$ cat config.mk
export PLATFORM = sky130hd
export DESIGN_NAME = cooperative_task_scheduler
export DESIGN_NICKNAME = d
export VERILOG_FILES = /design/src/rtl/cts_pkg.sv /design/src/rtl/cooperative_task_scheduler.sv /design/src/rtl/cts_cell.sv
export VERILOG_INCLUDE_DIRS = /design/src /design/src/rtl
export SDC_FILE = /design/constraint.sdc
export NUM_CORES = 2
export LEC_CHECK = 0
export ABC_AREA = 1
export BUFFER_PORTS_ARGS = -buffer_cell sky130_fd_sc_hd__buf_2
export CAP_MARGIN = 20
export CORE_MARGIN = 2
export CORE_UTILIZATION = 47
export CTS_CLUSTER_DIAMETER = 80
export CTS_CLUSTER_SIZE = 25
export DETAILED_ROUTE_END_ITERATION = 8
export PLACE_DENSITY = 0.65
export REMOVE_ABC_BUFFERS = 1
export SLEW_MARGIN = 20
export SYNTH_ARGS = -nofsm -noshare
export SYNTH_HDL_FRONTEND = slang
export SYNTH_SLANG_ARGS = --single-unit
export TNS_END_PERCENT = 1
$ cat constraint.sdc
create_clock -name clk -period 6.2 [get_ports clk]
set_input_delay 0.62 -clock clk [delete_from_list [all_inputs] [get_ports clk]]
set_output_delay 0.62 -clock clk [all_outputs]
set_load 0.005 [all_outputs]
$ cat src/rtl/assert_macros.svh
// assertion macros shared by the scheduler rtl
// no dependencies; included inside module bodies that have clk and rst_n
`ifndef ASSERT_MACROS_SVH
`define ASSERT_MACROS_SVH

// property checked at every clock edge outside reset
`define CTS_ASSERT(lbl, prop, msg) \
    lbl: assert property (@(posedge clk) disable iff (!rst_n) (prop)) else $error(msg);

// implication checked at every clock edge outside reset
`define CTS_ASSERT_IMP(lbl, ante, cons, msg) \
    lbl: assert property (@(posedge clk) disable iff (!rst_n) (ante) |-> (cons)) else $error(msg);

`endif

$ cat src/rtl/cts_pkg.sv
// types and constants for the cooperative task scheduler
// no dependencies
package cts_pkg;

    // command codes
    localparam logic [1:0] CMD_ENQ   = 2'd0;
    localparam logic [1:0] CMD_DISP  = 2'd1;
    localparam logic [1:0] CMD_RERUN = 2'd2;
    localparam logic [1:0] CMD_TICK  = 2'd3;

    // status codes
    localparam logic [1:0] STS_OK       = 2'd0;
    localparam logic [1:0] STS_RDY_FULL = 2'd1;
    localparam logic [1:0] STS_DLY_FULL = 2'd2;
    localparam logic [1:0] STS_NO_CUR   = 2'd3;

    // cell operations
    localparam logic [1:0] CELL_HOLD = 2'd0;
    localparam logic [1:0] CELL_INS  = 2'd1;
    localparam logic [1:0] CELL_POP  = 2'd2;
    localparam logic [1:0] CELL_SUB  = 2'd3;

    localparam int TASK_W = 4;
    localparam int PRIO_W = 4;
    localparam int DLY_W  = 16;
    localparam int ELAP_W = 8;

    // broadcast to every cell of one list
    typedef struct packed {
        logic [1:0]        op;
        logic [TASK_W-1:0] task_id;
        logic [DLY_W-1:0]  key;
        logic [ELAP_W-1:0] sub;
    } cell_ctrl_t;

endpackage

$ cat src/rtl/cooperative_task_scheduler.sv
// Cooperative task scheduler: command stream in, one status word out per command.
// Channels: s_tuser carries the command, s_tdata the operands; m_tdata the result.
// Both lists are rows of cts_cell slots that shift sideways to insert and pop.
// Enqueue, dispatch and rerun go through an execute step and a finish step that
// loads the result register. Tick adds a wake step between them: the wake loop
// moves one expired delayed task into the ready list per cycle while it has room.
// A new command is taken once the previous one has loaded the result register,
// even while that result still waits for m_tready.
// A stalled receiver holds the result; the next command then waits at its
// final step until the result register frees up.
// Reset empties both lists and drops the current task; it needs no clearing
// pass, so the block takes commands as soon as reset is released.
// Depth parameters set the number of cells; task and priority widths are fixed.
// includes assert_macros.svh; depends on cts_pkg and cts_cell
module cooperative_task_scheduler #(
    parameter int READY_DEPTH     = 16,
    parameter int DELAY_DEPTH     = 16,
    parameter int TASK_COUNT      = 16,
    parameter int LOWEST_PRIORITY = 8
) (
    input  logic        clk,
    input  logic        rst_n,
    input  logic        s_tvalid,
    output logic        s_tready,
    input  logic [39:0] s_tdata,  // task_id[3:0], priority_req[8:4], delay_ticks[24:9],
                                  // elapsed_ticks[32:25], zero fill
    input  logic [1:0]  s_tuser,  // command[1:0]
    output logic        m_tvalid,
    input  logic        m_tready,
    output logic [23:0] m_tdata   // task_valid[0], dispatched_task[4:1], status[6:5],
                                  // ready_count[11:7], delayed_count[16:12],
                                  // woken_count[21:17], zero fill
);
    import cts_pkg::*;

    `include "assert_macros.svh"

    localparam int RLW = $clog2(READY_DEPTH + 1);
    localparam int DLW = $clog2(DELAY_DEPTH + 1);

    localparam logic [1:0] ST_IDLE   = 2'd0;
    localparam logic [1:0] ST_EXEC   = 2'd1;
    localparam logic [1:0] ST_WAKE   = 2'd2;
    localparam logic [1:0] ST_FINISH = 2'd3;

    logic [1:0]        state_reg, state_next;
    logic [1:0]        cmd_reg;
    logic [TASK_W-1:0] task_reg;
    logic [PRIO_W-1:0] prio_reg;
    logic [DLY_W-1:0]  delay_reg;
    logic [ELAP_W-1:0] elap_reg;
    logic              tid_ok_reg;

    logic [RLW-1:0]    rd_len_reg, rd_len_next;
    logic [DLW-1:0]    dl_len_reg, dl_len_next;
    logic [TASK_W-1:0] cur_task_reg, cur_task_next;
    logic [PRIO_W-1:0] cur_prio_reg, cur_prio_next;
    logic              cur_valid_reg, cur_valid_next;
    logic [1:0]        status_reg, status_next;
    logic              tv_reg, tv_next;
    logic [TASK_W-1:0] disp_reg, disp_next;
    logic [DLW-1:0]    woken_reg, woken_next;

    logic              m_valid_reg;
    logic [23:0]       m_data_reg;

    cell_ctrl_t        rd_ctrl, dl_ctrl;
    logic              rd_full, dl_full, accept, out_free;

    logic [TASK_W-1:0] rd_task_w [READY_DEPTH];
    logic [PRIO_W-1:0] rd_key_w  [READY_DEPTH];
    logic [TASK_W-1:0] dl_task_w [DELAY_DEPTH];
    logic [DLY_W-1:0]  dl_key_w  [DELAY_DEPTH];

    // input field decode
    logic [TASK_W-1:0] in_task;
    logic signed [4:0] in_prio;
    logic [PRIO_W-1:0] in_prio_clamped;

    assign in_task = s_tdata[3:0];
    assign in_prio = signed'(s_tdata[8:4]);

    always_comb
    begin
        if (in_prio < 0)
            in_prio_clamped = '0;
        else if (32'(in_prio) > LOWEST_PRIORITY)
            in_prio_clamped = PRIO_W'(LOWEST_PRIORITY);
        else
            in_prio_clamped = PRIO_W'(in_prio);
    end

    assign s_tready = (state_reg == ST_IDLE);
    assign accept   = s_tvalid && s_tready;
    assign rd_full  = (32'(rd_len_reg) >= READY_DEPTH);
    assign dl_full  = (32'(dl_len_reg) >= DELAY_DEPTH);
    assign out_free = !m_valid_reg || m_tready;

    // command register
    always_ff @(posedge clk)
    begin
        if (accept)
        begin
            cmd_reg    <= s_tuser;
            task_reg   <= in_task;
            prio_reg   <= in_prio_clamped;
            delay_reg  <= s_tdata[24:9];
            elap_reg   <= s_tdata[32:25];
            tid_ok_reg <= (32'(in_task) < TASK_COUNT);
        end
    end

    // list control and scheduler state
    always_comb
    begin
        state_next     = state_reg;
        rd_len_next    = rd_len_reg;
        dl_len_next    = dl_len_reg;
        cur_task_next  = cur_task_reg;
        cur_prio_next  = cur_prio_reg;
        cur_valid_next = cur_valid_reg;
        status_next    = status_reg;
        tv_next        = tv_reg;
        disp_next      = disp_reg;
        woken_next     = woken_reg;
        rd_ctrl        = '{op: CELL_HOLD, task_id: '0, key: '0, sub: '0};
        dl_ctrl        = '{op: CELL_HOLD, task_id: '0, key: '0, sub: elap_reg};
        case (state_reg)
            ST_IDLE:
            begin
                if (accept)
                begin
                    state_next  = ST_EXEC;
                    status_next = STS_OK;
                    tv_next     = 1'b0;
                    disp_next   = '0;
                    woken_next  = '0;
                end
            end
            ST_EXEC:
            begin
                state_next = ST_FINISH;
                case (cmd_reg)
                    CMD_ENQ:
                    begin
                        if (tid_ok_reg)
                        begin
                            if (rd_full)
                                status_next = STS_RDY_FULL;
                            else
                            begin
                                rd_ctrl     = '{op: CELL_INS, task_id: task_reg,
                                                key: DLY_W'(prio_reg), sub: '0};
                                rd_len_next = rd_len_reg + 1'b1;
                            end
                        end
                    end
                    CMD_DISP:
                    begin
                        if (rd_len_reg != '0)
                        begin
                            rd_ctrl        = '{op: CELL_POP, task_id: '0, key: '0, sub: '0};
                            rd_len_next    = rd_len_reg - 1'b1;
                            cur_task_next  = rd_task_w[0];
                            cur_prio_next  = rd_key_w[0];
                            cur_valid_next = 1'b1;
                            tv_next        = 1'b1;
                            disp_next      = rd_task_w[0];
                        end
                    end
                    CMD_RERUN:
                    begin
                        if (!cur_valid_reg)
                            status_next = STS_NO_CUR;
                        else if (delay_reg == '0)
                        begin
                            if (rd_full)
                                status_next = STS_RDY_FULL;
                            else
                            begin
                                rd_ctrl        = '{op: CELL_INS, task_id: cur_task_reg,
                                                   key: DLY_W'(cur_prio_reg), sub: '0};
                                rd_len_next    = rd_len_reg + 1'b1;
                                cur_valid_next = 1'b0;
                            end
                        end
                        else if (dl_full)
                            status_next = STS_DLY_FULL;
                        else
                        begin
                            dl_ctrl        = '{op: CELL_INS, task_id: cur_task_reg,
                                               key: delay_reg, sub: elap_reg};
                            dl_len_next    = dl_len_reg + 1'b1;
                            cur_valid_next = 1'b0;
                        end
                    end
                    CMD_TICK:
                    begin
                        dl_ctrl    = '{op: CELL_SUB, task_id: '0, key: '0, sub: elap_reg};
                        state_next = ST_WAKE;
                    end
                    default:
                    begin
                        state_next = ST_FINISH;
                    end
                endcase
            end
            ST_WAKE:
            begin
                // expired entries form a prefix of the delay list, all at zero
                if (dl_len_reg != '0 && dl_key_w[0] == '0)
                begin
                    if (rd_full)
                    begin
                        status_next = STS_RDY_FULL;
                        state_next  = ST_FINISH;
                    end
                    else
                    begin
                        rd_ctrl     = '{op: CELL_INS, task_id: dl_task_w[0], key: '0,
                                        sub: '0};
                        dl_ctrl     = '{op: CELL_POP, task_id: '0, key: '0, sub: elap_reg};
                        rd_len_next = rd_len_reg + 1'b1;
                        dl_len_next = dl_len_reg - 1'b1;
                        woken_next  = woken_reg + 1'b1;
                    end
                end
                else
                    state_next = ST_FINISH;
            end
            ST_FINISH:
            begin
                if (out_free)
                    state_next = ST_IDLE;
            end
            default:
            begin
                state_next = ST_IDLE;
            end
        endcase
    end

    always_ff @(posedge clk or negedge rst_n)
    begin
        if (!rst_n)
        begin
            state_reg     <= ST_IDLE;
            rd_len_reg    <= '0;
            dl_len_reg    <= '0;
            cur_task_reg  <= '0;
            cur_prio_reg  <= '0;
            cur_valid_reg <= 1'b0;
            status_reg    <= STS_OK;
            tv_reg        <= 1'b0;
            disp_reg      <= '0;
            woken_reg     <= '0;
        end
        else
        begin
            state_reg     <= state_next;
            rd_len_reg    <= rd_len_next;
            dl_len_reg    <= dl_len_next;
            cur_task_reg  <= cur_task_next;
            cur_prio_reg  <= cur_prio_next;
            cur_valid_reg <= cur_valid_next;
            status_reg    <= status_next;
            tv_reg        <= tv_next;
            disp_reg      <= disp_next;
            woken_reg     <= woken_next;
        end
    end

    // ready list cells
    for (genvar i = 0; i < READY_DEPTH; i++)
    begin : g_rd
        localparam int L = (i == 0) ? 0 : i - 1;
        localparam int R = (i == READY_DEPTH - 1) ? i : i + 1;
        cts_cell #(.KEY_W(PRIO_W)) u_cell (
            .clk        (clk),
            .ctrl       (rd_ctrl),
            .self_valid (32'(rd_len_reg) > i),
            .left_valid ((i != 0) && (32'(rd_len_reg) > L)),
            .left_open  ((i == 0) || (32'(rd_len_reg) > L)),
            .left_task  (rd_task_w[L]),
            .left_key   (rd_key_w[L]),
            .right_task (rd_task_w[R]),
            .right_key  (rd_key_w[R]),
            .task_q     (rd_task_w[i]),
            .key_q      (rd_key_w[i])
        );
    end

    // delay list cells
    for (genvar i = 0; i < DELAY_DEPTH; i++)
    begin : g_dl
        localparam int L = (i == 0) ? 0 : i - 1;
        localparam int R = (i == DELAY_DEPTH - 1) ? i : i + 1;
        cts_cell #(.KEY_W(DLY_W)) u_cell (
            .clk        (clk),
            .ctrl       (dl_ctrl),
            .self_valid (32'(dl_len_reg) > i),
            .left_valid ((i != 0) && (32'(dl_len_reg) > L)),
            .left_open  ((i == 0) || (32'(dl_len_reg) > L)),
            .left_task  (dl_task_w[L]),
            .left_key   (dl_key_w[L]),
            .right_task (dl_task_w[R]),
            .right_key  (dl_key_w[R]),
            .task_q     (dl_task_w[i]),
            .key_q      (dl_key_w[i])
        );
    end

    // result register
    always_ff @(posedge clk or negedge rst_n)
    begin
        if (!rst_n)
            m_valid_reg <= 1'b0;
        else if (state_reg == ST_FINISH && out_free)
            m_valid_reg <= 1'b1;
        else if (m_tready)
            m_valid_reg <= 1'b0;
    end

    always_ff @(posedge clk)
    begin
        if (state_reg == ST_FINISH && out_free)
            m_data_reg <= {2'b0, 5'(woken_reg), 5'(dl_len_reg), 5'(rd_len_reg),
                           status_reg, disp_reg, tv_reg};
    end

    assign m_tvalid = m_valid_reg;
    assign m_tdata  = m_data_reg;

    // checks
    `CTS_ASSERT(a_rd_len, 32'(rd_len_reg) <= READY_DEPTH, "ready list overflow")
    `CTS_ASSERT(a_dl_len, 32'(dl_len_reg) <= DELAY_DEPTH, "delay list overflow")
    `CTS_ASSERT_IMP(a_out_src, $rose(m_tvalid), $past(state_reg) == ST_FINISH,
                    "result loaded outside finish step")
    `CTS_ASSERT_IMP(a_wake_only_tick, state_reg == ST_WAKE, cmd_reg == CMD_TICK,
                    "wake loop entered for a non-tick command")

endmodule

$ cat src/rtl/cts_cell.sv
// one slot of a sorted list: task number and sort key
// depends on cts_pkg
module cts_cell #(
    parameter int KEY_W = 4
) (
    input  logic                      clk,
    input  cts_pkg::cell_ctrl_t       ctrl,
    input  logic                      self_valid,
    input  logic                      left_valid,
    input  logic                      left_open,
    input  logic [cts_pkg::TASK_W-1:0] left_task,
    input  logic [KEY_W-1:0]          left_key,
    input  logic [cts_pkg::TASK_W-1:0] right_task,
    input  logic [KEY_W-1:0]          right_key,
    output logic [cts_pkg::TASK_W-1:0] task_q,
    output logic [KEY_W-1:0]          key_q
);
    import cts_pkg::*;

    logic [TASK_W-1:0] task_reg, task_next;
    logic [KEY_W-1:0]  key_reg, key_next;
    logic [KEY_W-1:0]  new_key;
    logic [KEY_W+7:0]  key_ext, sub_ext;
    logic              left_gt, self_gt;

    assign new_key = ctrl.key[KEY_W-1:0];
    assign key_ext = {8'b0, key_reg};
    assign sub_ext = {{KEY_W{1'b0}}, ctrl.sub};
    assign left_gt = left_valid && (left_key > new_key);
    assign self_gt = self_valid && (key_reg > new_key);

    // next slot contents
    always_comb
    begin
        task_next = task_reg;
        key_next  = key_reg;
        case (ctrl.op)
            CELL_INS:
            begin
                if (left_gt)
                begin
                    task_next = left_task;
                    key_next  = left_key;
                end
                else if (self_gt || (!self_valid && left_open))
                begin
                    task_next = ctrl.task_id;
                    key_next  = new_key;
                end
            end
            CELL_POP:
            begin
                task_next = right_task;
                key_next  = right_key;
            end
            CELL_SUB:
            begin
                // saturate at zero: expired entries read as zero
                if (key_ext > sub_ext)
                    key_next = KEY_W'(key_ext - sub_ext);
                else
                    key_next = '0;
            end
            default:
            begin
                task_next = task_reg;
                key_next  = key_reg;
            end
        endcase
    end

    always_ff @(posedge clk)
    begin
        task_reg <= task_next;
        key_reg  <= key_next;
    end

    assign task_q = task_reg;
    assign key_q  = key_reg;

endmodule
Word level (Yosys, flattened, before mapping)
Index checks and enable logic that the tools add are counted.

word-level totals
  register bits after elaboration = 538
  bits of input ports = 46
  output and inout port bits = 26
  word-level logic and storage cells = 787

cells by class
  add/sub/neg operators = 37
  $lt $le $gt $ge = 100
  eq/ne operators = 62
  multiplexer cells = 282
  reductions and logical operators = 224

operator list
  kind                number
  $mux 16             47
  $pmux 16 s3         15
  $mux 4              113
  $mux 29             9
  $gt 16x16->1        16
  $gt 16x8->1         16
  $pmux 4 s2          32
  $sub 16x8->16       16
  $pmux 30 s2         3
  $pmux 4 s3          15
  $gt 4x8->1          16
  $reduce_and 2->1    64
  $mux 30             3
  $ne 3x1->1 const B  30
  $pmux 30 s3         1
  $gt 5x4->1 const B  16
  $mux 5              14
  $logic_and 1x1->1   65
  $gt 4x4->1          16
  $sub 4x4->4         16
  $gt 5x3->1 const B  8
  $logic_not 1->1     33
  $logic_or 1x1->1    33
  $logic_not 16->1    2
  other kinds (34)    106

Longest topological paths before layout
  word-level depth = 12
  gate-level depth with buffers = 25
  gate-level depth less buffers = 22

By module
Synthesis repeated with hierarchy kept, for this count alone.

second synthesis, totals
  cell total of the unflattened synthesis = 10285
  area, all modules = 66414.9 um2

modules (own cells, without submodules)
  module                         instances  cells an instance  area each (um2)  seq. area each (um2)
  cts_cell (g_dl[0].u_cell ...)  14         461                2866.5           600.6
  cts_cell (g_rd[0].u_cell ...)  12         147                975.9            240.2
  cooperative_task_scheduler     1          545                4863.4           2532.4
  cts_cell (g_rd[6].u_cell ...)  4          150                993.5            240.2
  cts_cell (g_dl[2].u_cell)      1          462                2870.3           600.6
  cts_cell (g_dl[5].u_cell)      1          460                2865.2           600.6

Least setup slack after synthesis
Ideal clock, no wire load.

  path kind = register -> register
  start point = register state_reg[0]
  end point = register g_dl[0].u_cell.key_reg[0] (enable)
  library setup time = 399 ps
  data arrival time = 3787 ps
  required time = 5801 ps
  path slack = 2014 ps
  stages on the path, launching flop included = 17
  buffers on the path = 4
  period minus slack after synthesis = 4186 ps
  cells stage by stage = dfrtp_1 inv_1 ha_1 buf_6 inv_2 nor3_4 buf_6 nand3_4 buf_6 inv_1 ha_1 nand2_1 nor2_1 nand3_1 clkbuf_1 nand2_1 a31oi_1

on the way
  cells in the longest elaborated chain, start to end = 7
  elaborated cells between the ends (all ways) = 12
  classes of those cells = 1 x order compare; 6 x eq/ne; 1 x mux; 4 x reduce/logical

RTL lines
  what                                             RTL line                           RTL
  start: declaration                               cooperative_task_scheduler.sv:46   logic [1:0] state_reg, state_next;
  start signal: assignment                         cooperative_task_scheduler.sv:260  state_reg <= state_next;
  $eq 2x2->1 / $eq 2x1->1 (equally long branches)  cooperative_task_scheduler.sv:128  case (state_reg)
  $pmux 30 s2 (*)                                  cooperative_task_scheduler.sv:128
  $gt 16x16->1                                     cts_cell.sv:30                     assign self_gt = self_valid && (key_reg > new_key);
  $logic_and 1x1->1                                cts_cell.sv:30
  $logic_or 1x1->1                                 cts_cell.sv:45                     else if (self_gt || (!self_valid && left_open))
  $ne 2x1->1 (no line)                             --
  $reduce_and 2->1 (no line) (*)                   --
  end signal: assignment                           cts_cell.sv:75                     key_reg <= key_next;
  end: declaration                                 cts_cell.sv:21                     logic [KEY_W-1:0] key_reg, key_next;

Mark *: on every way between the ends. The rest lies on a longest branch, timed or not.
A chain may end at the register's enable or synchronous reset.

Worst setup path in the final report
  start point = register state_reg[1]
  end point = register g_dl[14].u_cell.key_reg[11] (enable)

on the way
  cells in the longest elaborated chain, start to end = 7
  elaborated cells between the ends (all ways) = 14
  classes of those cells = 2 x order compare; 6 x eq/ne; 1 x mux; 5 x reduce/logical

RTL lines
  what                                             RTL line
  $eq 2x2->1 / $eq 2x1->1 (equally long branches)  cooperative_task_scheduler.sv:128
  $pmux 30 s2 (*)                                  cooperative_task_scheduler.sv:128
  $gt 16x16->1                                     cts_cell.sv:30
  $logic_and 1x1->1                                cts_cell.sv:30
  $logic_or 1x1->1                                 cts_cell.sv:45
  $ne 3x1->1 (no line)                             --
  $reduce_and 2->1 (no line) (*)                   --
  end signal: assignment                           cts_cell.sv:75
  end: declaration                                 cts_cell.sv:21

Marks and branches as above.

==> reports/qor.yml <==
seq_area_mm2: 0.0160
grt_first_pass_wirelength_um: 251000
io_pins: 72
gp_congestion: 0.940
status: "finished, final reports clean"
fillers: 10496
synth_cells: 7022
area_growth_pct: 6.62
synth.ff_latch_count: 538
numCtsBuffers: 39
leakagePower_nw: 25.8
die_x_um: 329
cp.required_ns: 6.53
avgSynthCellArea_um2: 7.05
wl_um: 161000
cts.htree.levels: 2
crit_chain: "inv_1, ha_1, inv_1, nor3_4, inv_2, nor2_1, nand2_2, buf_4, buf_4, ha_1, nand2_1, nor3_1, nand2_1, nand2_2, nand2_4, nand2_1, nor2_1, nor2_1, buf_4"
vias: 47865
fin_tns_setup_ns: 0
yosysUniqueCellTypes: 59
slew_violations: 0
start_util: 0.472
grt_max_degree: 194
synth-edff-count: 504
p_per_area_mw_per_mm2: 392
cts_tree: "built"
synth_top_cells_by_area: "edfxtp_1 31%, nand2_1 17%, ha_1 12%"
max_cap_viol_count: 0
n_antenna_cell: 0
worstSetupEndpointType: "flop"
die_h_um: 329
clock_path_buffers: 3
vdd_drop_max_uv: 305
syn_area_mm2: 0.0495
drc: 0
relSlewSlack: 0.242
grt_pass1_vias: 45377
clock-sinks: 538
yosys.area.top_type: "edfxtp_1"
skew_ns: 0.0369
finalCriticalPeriod_ns: 5.46
drive_gt1_frac: 0.0539
final_cell_mix: "2269 x nand2_1, 923 x nand3_1, 751 x inv_1"
viasPerCell: 5.68
cp-start-kind: "flop"
post_cts_resized: 0
power.total_mw: 20.7
layout_commonest_cell: "nand2_1"
path_class: "reg -> reg"
clk_pin_slew_ns: 0.09
dpl.cell_count: 8352
grt-ovfl-total: 0
drt_iter0_markers: 4608
die_area_mm2: 0.108
fmax_ghz: 0.183
rows: 119
grt_util_all_layers: 0.293
coreArea_mm2: 0.105
crit_slowest_cell: "nor3_1"
setup_violations: 0
cp.arrival_ns: 5.80
antenna_found_initial: 1
post_cts_buffers: 0
setup_ws_ns: 0.735
min_path_type: "in -> async"
dp_hpwl_um: 121000
netlist.area_leader.share: 0.306
ant_nets: 0
pre_cts_slack_ns: 0.815
fin_nets: 7534
fin_crit_sh: 0.881
cts_hold_buf: 0
multi_input_area_mm2: 0.0293
ys_warn_count: 0
ys.flop_type: "edfxtp_1"
worst-path-max-fanout: 27
root_buffer: "clkbuf_16"
hold_viol_final: 0
dr.pass1.iters: 6
port_buffers: 62
fin_cells: 8423
yosysSeqAreaShare: 0.323
clock_latency_ns: 0.66
async_flop_share: 0.0632
critPathMaxStageDelay_ns: 0.59
route.detailed.wl_per_inst_um: 19.1
tightest_slew_ns: 1.13
rsz0062_at_grt: "false"
largest_reg_flops: 256
## cell families after synthesis
group,Yosys count,share of synthesized area
compound gates,719,0.0834
xor+xnor,132,0.0234
fa+ha+maj,486,0.125
buf+inv,1039,0.0856
flops,538,0.323
other cells,1,0.0000757
simple gates,4107,0.359
## through the flow
step	cell area [um^2]	utilization	hold slack, ns
2_1_floorplan	48200	-	0.324
3_3_place_gp	51300	0.490	0.435
3_5_place_dp	51300	0.490	0.445
4_1_cts	52800	0.504	0.0392
5_1_grt	52800	0.504	0.0911
6_report	52800	0.504	0.0469
## metal layers
layer | global-route usage | up-vias | part of all wire
met5 | 0 | - | 0
met4 | 0.111 | 0 | 0.038
met3 | 0.0283 | 320 | 0.078
met2 | 0.481 | 1903 | 0.46
met1 | 0.400 | 22271 | 0.43
li1 | - | 23371 | -
## power by group
part           switching, mW  internal (mW)  leakage, nW
clock                   1.64           1.38        0.687
combinational           7.43           3.75         20.0
sequential             0.907           5.58         5.10
total                   9.98           10.7         25.8
## worst max-delay path, delay by kind of cell, from the launching register on
kind / cells / cell delay [ns]
flip-flops: 1 / 0.44
AND/OR/NAND/NOR: 11 / 2.72
adder cells (fa/ha/maj): 2 / 0.66
buffers and inverters: 6 / 1.27
## layout make-up
| type | count | area share |
|---|---|---|
| Tap cell | 1391 | 0.0330 |
| Timing Repair Buffer | 199 | 0.0258 |
| Sequential cell | 538 | 0.303 |
| Clock buffer | 42 | 0.0191 |
| Multi-Input combinational cell | 5446 | 0.556 |
| Inverter | 778 | 0.0554 |
| Clock inverter | 29 | 0.00806 |
## worst paths after layout
| check | depth (start not counted) | to | slack (ns) | start |
|---|---|---|---|---|
| worst min-delay path | 1 | rd_len_reg[0] | 0.05 | rst_n |
| worst max register to register | 19 | g_dl[14].u_cell.key_q[11] | 0.74 | state_reg[1] |
| max in group asynchronous | 1 | tv_reg | 5.64 | rst_n |
| worst min register to register | 0 | m_tdata[1] | 0.47 | disp_reg[0] |
| min in group clk | 1 | delay_reg[2] | 0.13 | s_tdata[11] |
| worst max-delay path | 19 | g_dl[14].u_cell.key_q[11] | 0.74 | state_reg[1] |
## cells in the mapped netlist (all sizes together), types with 22 or more instances
cell    instances
nand2        2286
nand3         946
inv           772
nor2          562
edfxtp        504
ha            470
a21oi         292
o21ai         210
buf           142
clkbuf        119
nand3b        108
nand4         101
xor2           74
xnor2          58
o22ai          54
nor3           52
a22oi          45
a21boi         35
dfrtp          34
o21bai         22
Power figures use the tool's default switching activity.
